### src/hdl/tpp_pkg.sv
// shared types and constants for the text packet header parser
package tpp_pkg;

  // parser phase codes
  localparam logic [2:0] PH_TYPE     = 3'd0;
  localparam logic [2:0] PH_COUNT    = 3'd1;
  localparam logic [2:0] PH_NSCHK    = 3'd2;
  localparam logic [2:0] PH_NS       = 3'd3;
  localparam logic [2:0] PH_COMMA    = 3'd4;
  localparam logic [2:0] PH_ACKSTART = 3'd5;
  localparam logic [2:0] PH_ACK      = 3'd6;
  localparam logic [2:0] PH_DATA     = 3'd7;

  // status codes
  localparam logic [1:0] ST_OK       = 2'd0;
  localparam logic [1:0] ST_BAD_TYPE = 2'd1;
  localparam logic [1:0] ST_OVERFLOW = 2'd2;

  // characters of interest
  localparam logic [7:0] CH_ZERO   = 8'h30;
  localparam logic [7:0] CH_NINE   = 8'h39;
  localparam logic [7:0] CH_DASH   = 8'h2D;
  localparam logic [7:0] CH_SLASH  = 8'h2F;
  localparam logic [7:0] CH_COMMA  = 8'h2C;
  localparam logic [7:0] CH_LBRACK = 8'h5B;

  // binary packet types that carry an attachment count
  localparam logic [3:0] TYPE_BIN_EVENT = 4'd5;
  localparam logic [3:0] TYPE_BIN_ACK   = 4'd6;

  // saturation limits
  localparam logic [15:0] COUNT_MAX = 16'hFFFF;
  localparam logic [30:0] ACK_MAX   = 31'h7FFF_FFFF;

  // one decoded header
  typedef struct packed {
    logic [1:0]  status;
    logic [3:0]  pkt_kind;
    logic [15:0] attach_count;
    logic        has_namespace;
    logic [15:0] ns_start;
    logic [15:0] ns_length;
    logic        has_ack;
    logic [30:0] ack_value;
    logic [15:0] data_start;
  } hdr_result_t;

  function automatic logic is_digit(input logic [7:0] c);
    return (c >= CH_ZERO) && (c <= CH_NINE);
  endfunction

endpackage

### src/hdl/tpp_decode.sv
// header phase machine: consumes one character per step and builds the header fields
module tpp_decode #(
  parameter int POS_WIDTH = 16
) (
  input  logic                clk,
  input  logic                rst_n,
  input  logic                step_i,
  input  logic [7:0]          char_i,
  input  logic                last_i,
  output tpp_pkg::hdr_result_t result_o
);
  import tpp_pkg::*;

  logic [2:0]           phase_r, phase_nxt;
  logic [POS_WIDTH-1:0] pos_r, pos_nxt;
  logic [3:0]           type_r, type_nxt;
  logic [15:0]          count_r, count_nxt;
  logic [30:0]          ack_r, ack_nxt;
  logic [POS_WIDTH-1:0] ns_start_r, ns_start_nxt;
  logic [POS_WIDTH-1:0] ns_len_r, ns_len_nxt;
  logic [POS_WIDTH-1:0] data_pos_r, data_pos_nxt;
  logic                 ns_seen_r, ns_seen_nxt;
  logic                 ack_seen_r, ack_seen_nxt;
  logic                 ovf_r, ovf_nxt;
  logic                 bad_r, bad_nxt;

  logic                 digit;
  logic [3:0]           dval;
  logic [19:0]          count_ext, count_sum;
  logic [34:0]          ack_ext, ack_sum;
  logic                 count_ovf, ack_ovf;
  logic [15:0]          count_sat;
  logic [30:0]          ack_sat;
  logic [POS_WIDTH-1:0] pos_end;
  logic                 done;
  logic [POS_WIDTH-1:0] ns_len_fin, data_pos_fin;
  logic [31:0]          ns_start_w, ns_len_w, data_pos_w;

  // digit decode and times-ten accumulators with saturation
  assign digit     = is_digit(char_i);
  assign dval      = char_i[3:0];
  assign count_ext = 20'(count_r);
  assign count_sum = (count_ext << 3) + (count_ext << 1) + 20'(dval);
  assign count_ovf = count_sum > 20'(COUNT_MAX);
  assign count_sat = count_ovf ? COUNT_MAX : count_sum[15:0];
  assign ack_ext   = 35'(ack_r);
  assign ack_sum   = (ack_ext << 3) + (ack_ext << 1) + 35'(dval);
  assign ack_ovf   = ack_sum > 35'(ACK_MAX);
  assign ack_sat   = ack_ovf ? ACK_MAX : ack_sum[30:0];
  assign pos_end   = pos_r + POS_WIDTH'(1);

  // one character through the phase machine, falling through skipped phases
  always_comb begin
    phase_nxt    = phase_r;
    type_nxt     = type_r;
    count_nxt    = count_r;
    ack_nxt      = ack_r;
    ns_start_nxt = ns_start_r;
    ns_len_nxt   = ns_len_r;
    data_pos_nxt = data_pos_r;
    ns_seen_nxt  = ns_seen_r;
    ack_seen_nxt = ack_seen_r;
    ovf_nxt      = ovf_r;
    bad_nxt      = bad_r;
    done         = 1'b0;

    if (phase_nxt == PH_TYPE) begin
      if (digit) begin
        type_nxt  = dval;
        phase_nxt = (dval == TYPE_BIN_EVENT || dval == TYPE_BIN_ACK) ? PH_COUNT : PH_NSCHK;
      end else begin
        bad_nxt   = 1'b1;
        phase_nxt = PH_DATA;
      end
      done = 1'b1;
    end

    if (!done && phase_nxt == PH_COUNT) begin
      if (digit) begin
        count_nxt = count_sat;
        ovf_nxt   = ovf_r | count_ovf;
        done      = 1'b1;
      end else if (char_i == CH_DASH) begin
        phase_nxt = PH_NSCHK;
        done      = 1'b1;
      end else begin
        phase_nxt = PH_NSCHK;
      end
    end

    if (!done && phase_nxt == PH_NSCHK) begin
      if (char_i == CH_SLASH) begin
        ns_seen_nxt  = 1'b1;
        ns_start_nxt = pos_r;
        phase_nxt    = PH_NS;
        done         = 1'b1;
      end else begin
        phase_nxt = PH_COMMA;
      end
    end

    if (!done && phase_nxt == PH_NS) begin
      if (char_i == CH_COMMA || char_i == CH_LBRACK) begin
        ns_len_nxt = pos_r - ns_start_r;
        phase_nxt  = PH_COMMA;
      end else begin
        done = 1'b1;
      end
    end

    if (!done && phase_nxt == PH_COMMA) begin
      phase_nxt = PH_ACKSTART;
      if (char_i == CH_COMMA) begin
        done = 1'b1;
      end
    end

    if (!done && (phase_nxt == PH_ACKSTART || phase_nxt == PH_ACK)) begin
      if (digit) begin
        ack_seen_nxt = 1'b1;
        ack_nxt      = ack_sat;
        ovf_nxt      = ovf_nxt | ack_ovf;
        phase_nxt    = PH_ACK;
      end else begin
        data_pos_nxt = pos_r;
        phase_nxt    = PH_DATA;
      end
    end
  end

  // close open fields at the end of the packet
  assign ns_len_fin   = (phase_nxt == PH_NS) ? (pos_end - ns_start_nxt) : ns_len_nxt;
  assign data_pos_fin = (phase_nxt != PH_DATA) ? pos_end : data_pos_nxt;
  assign ns_start_w   = 32'(ns_start_nxt);
  assign ns_len_w     = 32'(ns_len_fin);
  assign data_pos_w   = 32'(data_pos_fin);

  // result word, meaningful on the step that carries the last character
  always_comb begin
    result_o = '0;
    if (bad_nxt) begin
      result_o.status = ST_BAD_TYPE;
    end else begin
      result_o.status        = ovf_nxt ? ST_OVERFLOW : ST_OK;
      result_o.pkt_kind      = type_nxt;
      result_o.attach_count  = count_nxt;
      result_o.has_namespace = ns_seen_nxt;
      result_o.ns_start      = ns_start_w[15:0];
      result_o.ns_length     = ns_len_w[15:0];
      result_o.has_ack       = ack_seen_nxt;
      result_o.ack_value     = ack_nxt;
      result_o.data_start    = data_pos_w[15:0];
    end
  end

  // parser state, cleared after each packet
  always_ff @(posedge clk) begin
    if (!rst_n || (step_i && last_i)) begin
      phase_r    <= PH_TYPE;
      pos_r      <= '0;
      type_r     <= '0;
      count_r    <= '0;
      ack_r      <= '0;
      ns_start_r <= '0;
      ns_len_r   <= '0;
      data_pos_r <= '0;
      ns_seen_r  <= 1'b0;
      ack_seen_r <= 1'b0;
      ovf_r      <= 1'b0;
      bad_r      <= 1'b0;
    end else if (step_i) begin
      phase_r    <= phase_nxt;
      pos_r      <= pos_nxt;
      type_r     <= type_nxt;
      count_r    <= count_nxt;
      ack_r      <= ack_nxt;
      ns_start_r <= ns_start_nxt;
      ns_len_r   <= ns_len_nxt;
      data_pos_r <= data_pos_nxt;
      ns_seen_r  <= ns_seen_nxt;
      ack_seen_r <= ack_seen_nxt;
      ovf_r      <= ovf_nxt;
      bad_r      <= bad_nxt;
    end
  end

  assign pos_nxt = pos_end;

endmodule

### src/hdl/text_packet_header_parser.sv
// top level: streaming header parser for text event packets
//
// The input channel takes one packet character per word (in_char_in) with
// in_last_char marking the final character. Every word goes into an input
// register, from which the phase machine consumes it. Words that are
// not the last character produce nothing on the output channel. The last
// character produces exactly one output word carrying every header field.
// Throughput is one character per cycle; the phase machine and the
// times-ten accumulators are combinational, so nothing limits it
// below that except output backpressure.
// A last character passes through the input register and the output
// register to the out_ ports, where its word is held until taken.
// If the receiver stalls, the output register holds its word; the input
// register keeps taking non-final characters, and a final character waits
// in the input register until the output word is taken and leaves in the
// same cycle. Reset (rst_n low, synchronous) empties both registers and
// returns the parser to expecting a type digit at position zero.
module text_packet_header_parser #(
  parameter int POS_WIDTH = 16
) (
  input  logic        clk,
  input  logic        rst_n,
  input  logic        in_valid,
  output logic        in_ready,
  input  logic [7:0]  in_char_in,
  input  logic        in_last_char,
  output logic        out_valid,
  input  logic        out_ready,
  output logic [1:0]  out_status,
  output logic [3:0]  out_pkt_kind,
  output logic [15:0] out_attach_count,
  output logic        out_has_namespace,
  output logic [15:0] out_ns_start,
  output logic [15:0] out_ns_length,
  output logic        out_has_ack,
  output logic [30:0] out_ack_value,
  output logic [15:0] out_data_start
);
  import tpp_pkg::*;

  logic        stg_valid_r;
  logic [7:0]  stg_char_r;
  logic        stg_last_r;
  logic        out_valid_r;
  hdr_result_t out_res_r;
  hdr_result_t result;
  logic        out_free;
  logic        stg_go;

  // handshake between input register, parser and output register
  assign out_free = !out_valid_r || out_ready;
  assign stg_go   = stg_valid_r && (!stg_last_r || out_free);
  assign in_ready = !stg_valid_r || stg_go;

  // input register
  always_ff @(posedge clk) begin
    if (!rst_n) begin
      stg_valid_r <= 1'b0;
    end else if (in_ready) begin
      stg_valid_r <= in_valid;
    end
  end

  always_ff @(posedge clk) begin
    if (in_valid && in_ready) begin
      stg_char_r <= in_char_in;
      stg_last_r <= in_last_char;
    end
  end

  tpp_decode #(
    .POS_WIDTH(POS_WIDTH)
  ) u_decode (
    .clk     (clk),
    .rst_n   (rst_n),
    .step_i  (stg_go),
    .char_i  (stg_char_r),
    .last_i  (stg_last_r),
    .result_o(result)
  );

  // output register
  always_ff @(posedge clk) begin
    if (!rst_n) begin
      out_valid_r <= 1'b0;
    end else if (stg_go && stg_last_r) begin
      out_valid_r <= 1'b1;
    end else if (out_ready) begin
      out_valid_r <= 1'b0;
    end
  end

  always_ff @(posedge clk) begin
    if (stg_go && stg_last_r) begin
      out_res_r <= result;
    end
  end

  assign out_valid         = out_valid_r;
  assign out_status        = out_res_r.status;
  assign out_pkt_kind      = out_res_r.pkt_kind;
  assign out_attach_count  = out_res_r.attach_count;
  assign out_has_namespace = out_res_r.has_namespace;
  assign out_ns_start      = out_res_r.ns_start;
  assign out_ns_length     = out_res_r.ns_length;
  assign out_has_ack       = out_res_r.has_ack;
  assign out_ack_value     = out_res_r.ack_value;
  assign out_data_start    = out_res_r.data_start;

endmodule
### config.mk
export PLATFORM = sky130hd
export DESIGN_NAME = text_packet_header_parser
export DESIGN_NICKNAME = d
export VERILOG_FILES = /design/src/hdl/tpp_pkg.sv /design/src/hdl/tpp_decode.sv /design/src/hdl/text_packet_header_parser.sv
export SDC_FILE = /design/constraint.sdc
export NUM_CORES = 1
export LEC_CHECK = 0
export BUFFER_PORTS_ARGS = -buffer_cell sky130_fd_sc_hd__buf_2
export CAP_MARGIN = 25
export CORE_UTILIZATION = 61
export CTS_BUF_LIST = sky130_fd_sc_hd__clkbuf_8 sky130_fd_sc_hd__clkbuf_16
export DETAILED_ROUTE_END_ITERATION = 8
export GPL_ROUTABILITY_DRIVEN = 1
export GPL_TIMING_DRIVEN = 1
export PLACE_DENSITY = 0.81
export SYNTH_ARGS = -nofsm -noshare
export SYNTH_HDL_FRONTEND = slang
export SYNTH_HIERARCHICAL = 1
export SYNTH_SLANG_ARGS = --single-unit
### constraint.sdc
create_clock -name clk -period 7.65 [get_ports clk]
set_input_delay 0.3825 -clock clk [delete_from_list [all_inputs] [get_ports clk]]
set_output_delay 0.3825 -clock clk [all_outputs]
set_load 0.05 [all_outputs]
**After elaboration in Yosys (flattened, before gate mapping)**

Index checks and enable logic that the tools add are counted.

- Register bits after elaboration: 236
- Input bits: 13
- Word-level logic and storage cells: 130

- Add/subtract/negate cells: 7
- Order comparisons: 4
- Equal/unequal tests: 14
- Mux-type cells: 51
- Bitwise operators: 2
- Reduce and logical (&&, ||, !) cells: 27

Operators by type and width:

| operator | count |
|---|---|
| 16-bit two-way mux | 11 |
| 31-bit two-way mux | 3 |
| 34-bit by 32-bit adder with 35-bit output | 1 |
| 35-bit by 4-bit adder with 35-bit output | 1 |
| 35-bit by 31-bit greater-than comparator with 1-bit output (second input constant) | 1 |
| 16-bit subtractor | 2 |
| 3-bit two-way mux | 10 |
| 8-bit by 6-bit == test with 1-bit output (second input constant) | 3 |
| 1-bit two-way mux | 23 |
| 19-bit by 17-bit adder with 20-bit output | 1 |
| 20-bit by 4-bit adder with 20-bit output | 1 |
| 20-bit by 16-bit greater-than comparator with 1-bit output (second input constant) | 1 |
| 16-bit by 1-bit adder with 16-bit output (second input constant) | 1 |
| 3-bit by 2-bit == test with 1-bit output (second input constant) | 3 |
| 3-bit == test (second input constant) | 3 |
| 1-bit logical AND | 9 |
| 1-bit zero test | 9 |
| 4-bit by 3-bit == test with 1-bit output (second input constant) | 2 |
| 8-bit by 7-bit == test with 1-bit output (second input constant) | 1 |
| 8-bit by 6-bit >= comparator with 1-bit output (second input constant) | 1 |
| 8-bit by 6-bit less-or-equal comparator with 1-bit output (second input constant) | 1 |
| 4-bit two-way mux | 2 |
| 1-bit logical OR | 7 |
| 2-bit two-way mux | 2 |
| other kinds (5) | 6 |

**Longest topological paths before layout**

- Depth in word-level cells: 23
- Depth in mapped cells: 19

**By module**

The synthesis kept the hierarchy.

Modules (own cells, without submodules):

| module | instances | cells an instance | area each (um2) |
|---|---|---|---|
| tpp_decode | 1 | 1444 | 11004.3 |
| text_packet_header_parser | 1 | 124 | 3480.8 |

**Least setup slack after synthesis**

OpenSTA, ideal clock, no wires.

- Kind: register to register
- Start: register out_valid_r, in the netlist out_valid
- End: register out_res_r, in the netlist out_ack_value[0] (enable)
- Data arrival time: 5.059 ns
- Data required time: 7.085 ns
- Setup slack: 2.026 ns
- Cell stages (with the launch flop): 3
- Cell sequence: dfxtp_1 > and2b_1 > nor2_1

- Word-level cells in the longest chain between the ends: 5

RTL lines:

| what | RTL line | RTL |
|---|---|---|
| from (decl) | text_packet_header_parser.sv:44 | `logic out_valid_r;` |
| from (signal assigned) | text_packet_header_parser.sv:85 | `out_valid_r <= 1'b0;` |
| from (signal assigned) | text_packet_header_parser.sv:87 | `out_valid_r <= 1'b1;` |
| from (signal assigned) | text_packet_header_parser.sv:89 | `out_valid_r <= 1'b0;` |
| 1-bit zero test | text_packet_header_parser.sv:51 | `assign out_free = !out_valid_r \|\| out_ready;` |
| 1-bit logical OR | text_packet_header_parser.sv:51 |  |
| 1-bit logical OR | text_packet_header_parser.sv:52 | `assign stg_go = stg_valid_r && (!stg_last_r \|\| out_free);` |
| 1-bit logical AND | text_packet_header_parser.sv:52 |  |
| 1-bit logical AND | text_packet_header_parser.sv:94 | `if (stg_go && stg_last_r) begin` |
| to (signal assigned) | text_packet_header_parser.sv:95 | `out_res_r <= result;` |
| to (decl) | text_packet_header_parser.sv:45 | `hdr_result_t out_res_r;` |

No other way between the ends.
A chain may end at the register's enable or synchronous reset.

**Worst setup path in the final report**

- Start: register stg_char_r[1]
- End: register out_res_r, in the netlist out_ns_length[14], data pin

RTL lines:

| what | RTL line | RTL |
|---|---|---|
| from (decl) | text_packet_header_parser.sv:42 | `logic [7:0] stg_char_r;` |
| from (signal assigned) | text_packet_header_parser.sv:66 | `stg_char_r <= in_char_in;` |
| branches (longest 10 deep; another with 8-bit by 6-bit >= comparator with 1-bit output) | - |  |
| 16-bit two-way mux * | tpp_decode.sv:91 | `if (!done && phase_nxt == PH_NSCHK) begin` |
| via u_decode.ns_start_nxt[0] | tpp_decode.sv:19 | `logic [POS_WIDTH-1:0] ns_start_r, ns_start_nxt;` |
| 16-bit subtractor * | tpp_decode.sv:132 | `assign ns_len_fin = (phase_nxt == PH_NS) ? (pos_end - ns_start_nxt) : ns_len_nxt;` |
| 16-bit two-way mux * | tpp_decode.sv:132 |  |

Mark *: on every way through the listed nets, which the timed path passes.

==> results.md <==
Yosys:
- The gate count of the mapped netlist is 1,568.
- The summed instance area of the synthesized netlist is 14,500 um2.
- Yosys printed 6 warnings.
- Counting flops and latches in the post-synthesis netlist gives 236.
- The async set-or-reset flop fraction in the synthesized netlist is 0.
- The number of nets handed over by synthesis was 1,710.
- The number of enable flip-flop cells after synthesis is 112.
- The per-instance average area after synthesis is 9.24 um2.
- The post-synthesis cell type count is 77.
- The most used flip-flop cell after synthesis is sky130_fd_sc_hd__dfxtp_1.
- For this run, the register share of the synthesized area comes to 0.404.

Finish:
- The total area of sequential cells is 5850 um2.
- The area taken by multi-input logic gates is 8160 um2.
- The library cells used most frequently in the layout, excluding fill and tap cells, are 238 x sky130_fd_sc_hd__nor2_1, 124 x sky130_fd_sc_hd__dfxtp_1, 123 x sky130_fd_sc_hd__ha_1.
- The area growth from synthesis to layout is 13.0%.
- Measured on the finished design, the core utilization comes to 0.700.
- At the end of the flow, the number of nets in the layout was 1,774.
- Fill cells in the final layout number 1,815.
- The number of diodes is 0.
- The library cell used most frequently in the layout, excluding fill and tap cells, is sky130_fd_sc_hd__nor2_1.
- The fraction of layout instances using a drive strength above 1 is 0.130.

Routing:
- After detailed routing, the number of remaining DRC violations is 0.
- The average vias per placed instance is 6.09.
- The remaining antenna violation count after routing is 0.
- The routed design has 33,700 um of wire.
- The post-detailed-route wirelength per cell is 17.1 um.
- The initial DRC count is 816.
- The routed layout has 12.0k vias.
- The number of iterations in the first detailed-routing pass is 5.

Power:
- The highest ir drop seen on vdd is 143 uV.
- The static power due to leakage is 6.83 nW.
- For this design the ratio of total power to cell area is 197 nW/um2.

Global routing:
- The met2 layer usage reported by global route is 0.451.
- The via count of the first global-routing pass was 11.1k.
- The pin count of the biggest net entering global routing is 95.
- The busiest layer in global routing is met2.
- The global-route usage over all layers is 0.273.
- For this run the aggregate overflow at the end of global routing stands at 0.
- For met1 alone, demand over resource in global routing was 0.374.
- The number of antenna violations at the first check in global routing is 0.
- The global-route wire length before repair is 54,400 um.
- For this run, global-route usage on met3 was measured as 0.0386.

Setup path:
- The worst setup path is launched from a register.
- The capturing point of the worst reg2reg path is out_ns_length[14].
- By startpoint and endpoint, the worst setup path is classified as register to register.
- The slowest stage cell on the critical path is sky130_fd_sc_hd__edfxtp_1.
- The worst register-to-register path has a setup slack of 2.32 ns.
- The worst setup path is captured at a register.
- On the worst path, the slowest cell contributes a delay of 0.57 ns.
- Data on the critical path arrives at its endpoint at 5.57 ns.
- The critical register-to-register path startpoint is stg_char_r[1].
- The signal on the critical path passes through o21ai_0 -> nand2_2 -> a31oi_4 -> nor4_4 -> buf_4 -> mux2_2 -> ha_1 -> inv_1 -> fa_1 -> a211oi_1 -> o21bai_1 -> a31o_2 -> and4_1 -> a2111oi_0 -> nor3_1 -> a21o_1 -> a21oi_1 -> xor2_1 -> a211oi_1.
- The worst register-to-register path has a depth of 19.
- The cell family with the largest share of critical-path delay is compound AO/OA/AOI/OAI gates.
- Together, buffers and inverters on the worst path number 2.
- The number of gates on the worst path with buffers counted is 19.
- The maximum net fanout on the critical path is 36.
- In this design, the critical path's most frequently occurring cell is sky130_fd_sc_hd__a211oi_1.
- For the worst setup path, the data required time is 7.90 ns.

CTS:
- The register clock-pin slew on the reported worst setup and hold paths is 0.07 ns.
- The count of hold buffers inserted by post-cts repair is 0.
- Clock tree synthesis found a total of 236 sinks.
- The root buffer selected by CTS is sky130_fd_sc_hd__clkbuf_16.
- After clock tree synthesis, the setup repair step added 0 buffers.
- The latest clock arrival within the worst-skew pair is 0.53 ns.
- Gates resized during post-CTS repair numbered 0.
- The number of CTS-inserted buffers is 26.
- TritonCTS built the clock tree.
- CTS built an H-tree with a depth of 1.
- The maximum clock path buffer count is 3.

STA:
- The final number of max-transition violations is 0.
- Setup repair after global routing left no endpoint under its margin.
- The final critical-path share of the clock period is 0.696.
- Derived from the worst setup path, the maximum achievable clock frequency is 188 MHz.
- Setup violations remaining at the end of the flow were counted as 0.
- The slew of the pin with the lowest slew margin is 0.902 ns.
- The count of endpoints failing hold in the final timing report is 0.
- The worst clock skew is 0.00854 ns.
- Setup total negative slack on the finished layout was measured at 0 ns.
- Measured against its own limit, the worst slew margin works out to 0.398.
- Counting I/O delays and the setup requirement, the final critical path takes 5.33 ns.

Floorplan:
- The die area is 24,400 um2.
- The I/O pin total is 118.
- The die is 156 um wide.
- The floorplan has 56 rows.
- The core outline area is 23,400 um2.
- The die outline height is 156 um.
- The initial utilization of the core area, before any placement, comes to 0.619.

Worst hold path:
- The startpoint identified for the worst hold timing path is in_last_char.
- The worst hold path terminates at stg_last_r.
- Along the worst hold path, the cell count comes to 1.
- The tightest min-delay check is of the input port to register type.

Placed design:
- The count of input and output buffers is 117.
- Once detailed placement completed, the half-perimeter wirelength came to 22,000 um.
- The weighted congestion reported at the end of routability-driven placement is 0.868.

Run:
- Across the run, the number of max-cap violations was 0.

Status:
- The flow ran to the end, and the final reports show no timing, DRC or antenna violations.
## report_power, final
group          switching (W)  internal (W)  total, W  leakage (nW)
registers          0.0000161       0.00134   0.00136          2.08
clock network       0.000528       0.00104   0.00157         0.534
logic               0.000221     0.0000751  0.000296          4.21
total               0.000765       0.00246   0.00322          6.83
## worst max path at each step
| stage | startpoint | endpoint |
|---|---|---|
| finish | stg_char_r[1] | out_ns_length[14] |
| global route | stg_char_r[1] | out_ns_length[14] |
| CTS | stg_char_r[1] | out_ns_length[14] |
| detailed placement | stg_char_r[1] | out_ns_length[14] |
| global placement | stg_char_r[1] | out_ns_length[14] |
| floorplan | out_valid | out_ack_value[0] |
## synthesized netlist by cell type, types with 27 or more instances
master	count	area share
sky130_fd_sc_hd__a211oi_1	70	0.036
sky130_fd_sc_hd__a21o_1	27	0.014
sky130_fd_sc_hd__a21oi_1	114	0.039
sky130_fd_sc_hd__clkbuf_1	68	0.018
sky130_fd_sc_hd__dfxtp_1	124	0.17
sky130_fd_sc_hd__edfxtp_1	112	0.23
sky130_fd_sc_hd__ha_1	123	0.11
sky130_fd_sc_hd__inv_1	35	0.0091
sky130_fd_sc_hd__mux2i_1	50	0.035
sky130_fd_sc_hd__nand2_1	84	0.022
sky130_fd_sc_hd__nand3_1	44	0.015
sky130_fd_sc_hd__nor2_1	240	0.062
sky130_fd_sc_hd__o21ai_0	99	0.034
sky130_fd_sc_hd__xnor2_1	36	0.022
sky130_fd_sc_hd__xor2_1	52	0.031
## cell type report
type	count	area share
multi-input combinational	1199	0.498
clock inverter	21	0.0249
sequential	236	0.357
timing repair buffer	134	0.0460
inverter	35	0.00802
clock buffer	27	0.0413
tap	319	0.0244
## stage by stage
| step | power, W | cell area (um2) | setup slack, ns | std cells | hold slack (ns) |
|---|---|---|---|---|---|
| 2_1_floorplan | 0.00160 | 14500 | 2.03 | 1568 | 0.426 |
| 3_3_place_gp | 0.00167 | 15200 | 2.51 | 1921 | 0.436 |
| 3_5_place_dp | 0.00167 | 15300 | 2.42 | 1922 | 0.437 |
| 4_1_cts | 0.00323 | 16300 | 2.37 | 1970 | 0.00997 |
| 5_1_grt | 0.00331 | 16400 | 2.00 | 1971 | 0.00761 |
| 6_report | 0.00322 | 16400 | 2.32 | 1971 | 0.0215 |
## cells by family after synthesis
group | count (synthesis) | share of synthesized area
AO/OA/AOI/OAI | 428 | 0.193
XOR/XNOR | 88 | 0.0532
multiplexers | 56 | 0.0394
buffers and inverters | 133 | 0.0367
flip-flops | 236 | 0.404
AND/OR/NAND/NOR | 498 | 0.160
adder cells (fa/ha/maj) | 129 | 0.115
## flip-flops by register name, summed over array words and instances, names as in the netlist, 2 cells and up
register,flops
u_decode/phase_r,3
out_ns_length,16
out_ns_start,16
u_decode/data_pos_r,16
out_ack_value,31
u_decode/type_r,4
stg_char_r,8
out_data_start,16
u_decode/ns_len_r,16
u_decode/count_r,16
out_pkt_kind,4
u_decode/pos_r,16
out_attach_count,16
u_decode/ack_r,31
u_decode/ns_start_r,16
out_status,2
## routing by layer
layer	up-vias	wire length, um
li1	5847	-
met1	5697	15200
met2	418	15700
met3	49	2260
met4	0	642
met5	-	0
## worst register-to-register path, cell delays in order, from the launching register on
cell                        delay, ns
sky130_fd_sc_hd__edfxtp_1        0.57
sky130_fd_sc_hd__o21ai_0         0.20
sky130_fd_sc_hd__nand2_2         0.29
sky130_fd_sc_hd__a31oi_4         0.18
sky130_fd_sc_hd__nor4_4          0.28
sky130_fd_sc_hd__buf_4           0.44
sky130_fd_sc_hd__mux2_2          0.28
sky130_fd_sc_hd__ha_1            0.17
sky130_fd_sc_hd__inv_1           0.06
sky130_fd_sc_hd__fa_1            0.42
sky130_fd_sc_hd__a211oi_1        0.27
sky130_fd_sc_hd__o21bai_1        0.15
sky130_fd_sc_hd__a31o_2          0.28
sky130_fd_sc_hd__and4_1          0.22
sky130_fd_sc_hd__a2111oi_0       0.44
sky130_fd_sc_hd__nor3_1          0.16
sky130_fd_sc_hd__a21o_1          0.20
sky130_fd_sc_hd__a21oi_1         0.19
sky130_fd_sc_hd__xor2_1          0.17
sky130_fd_sc_hd__a211oi_1        0.09
Note: power is estimated with default switching activity, not from simulation.
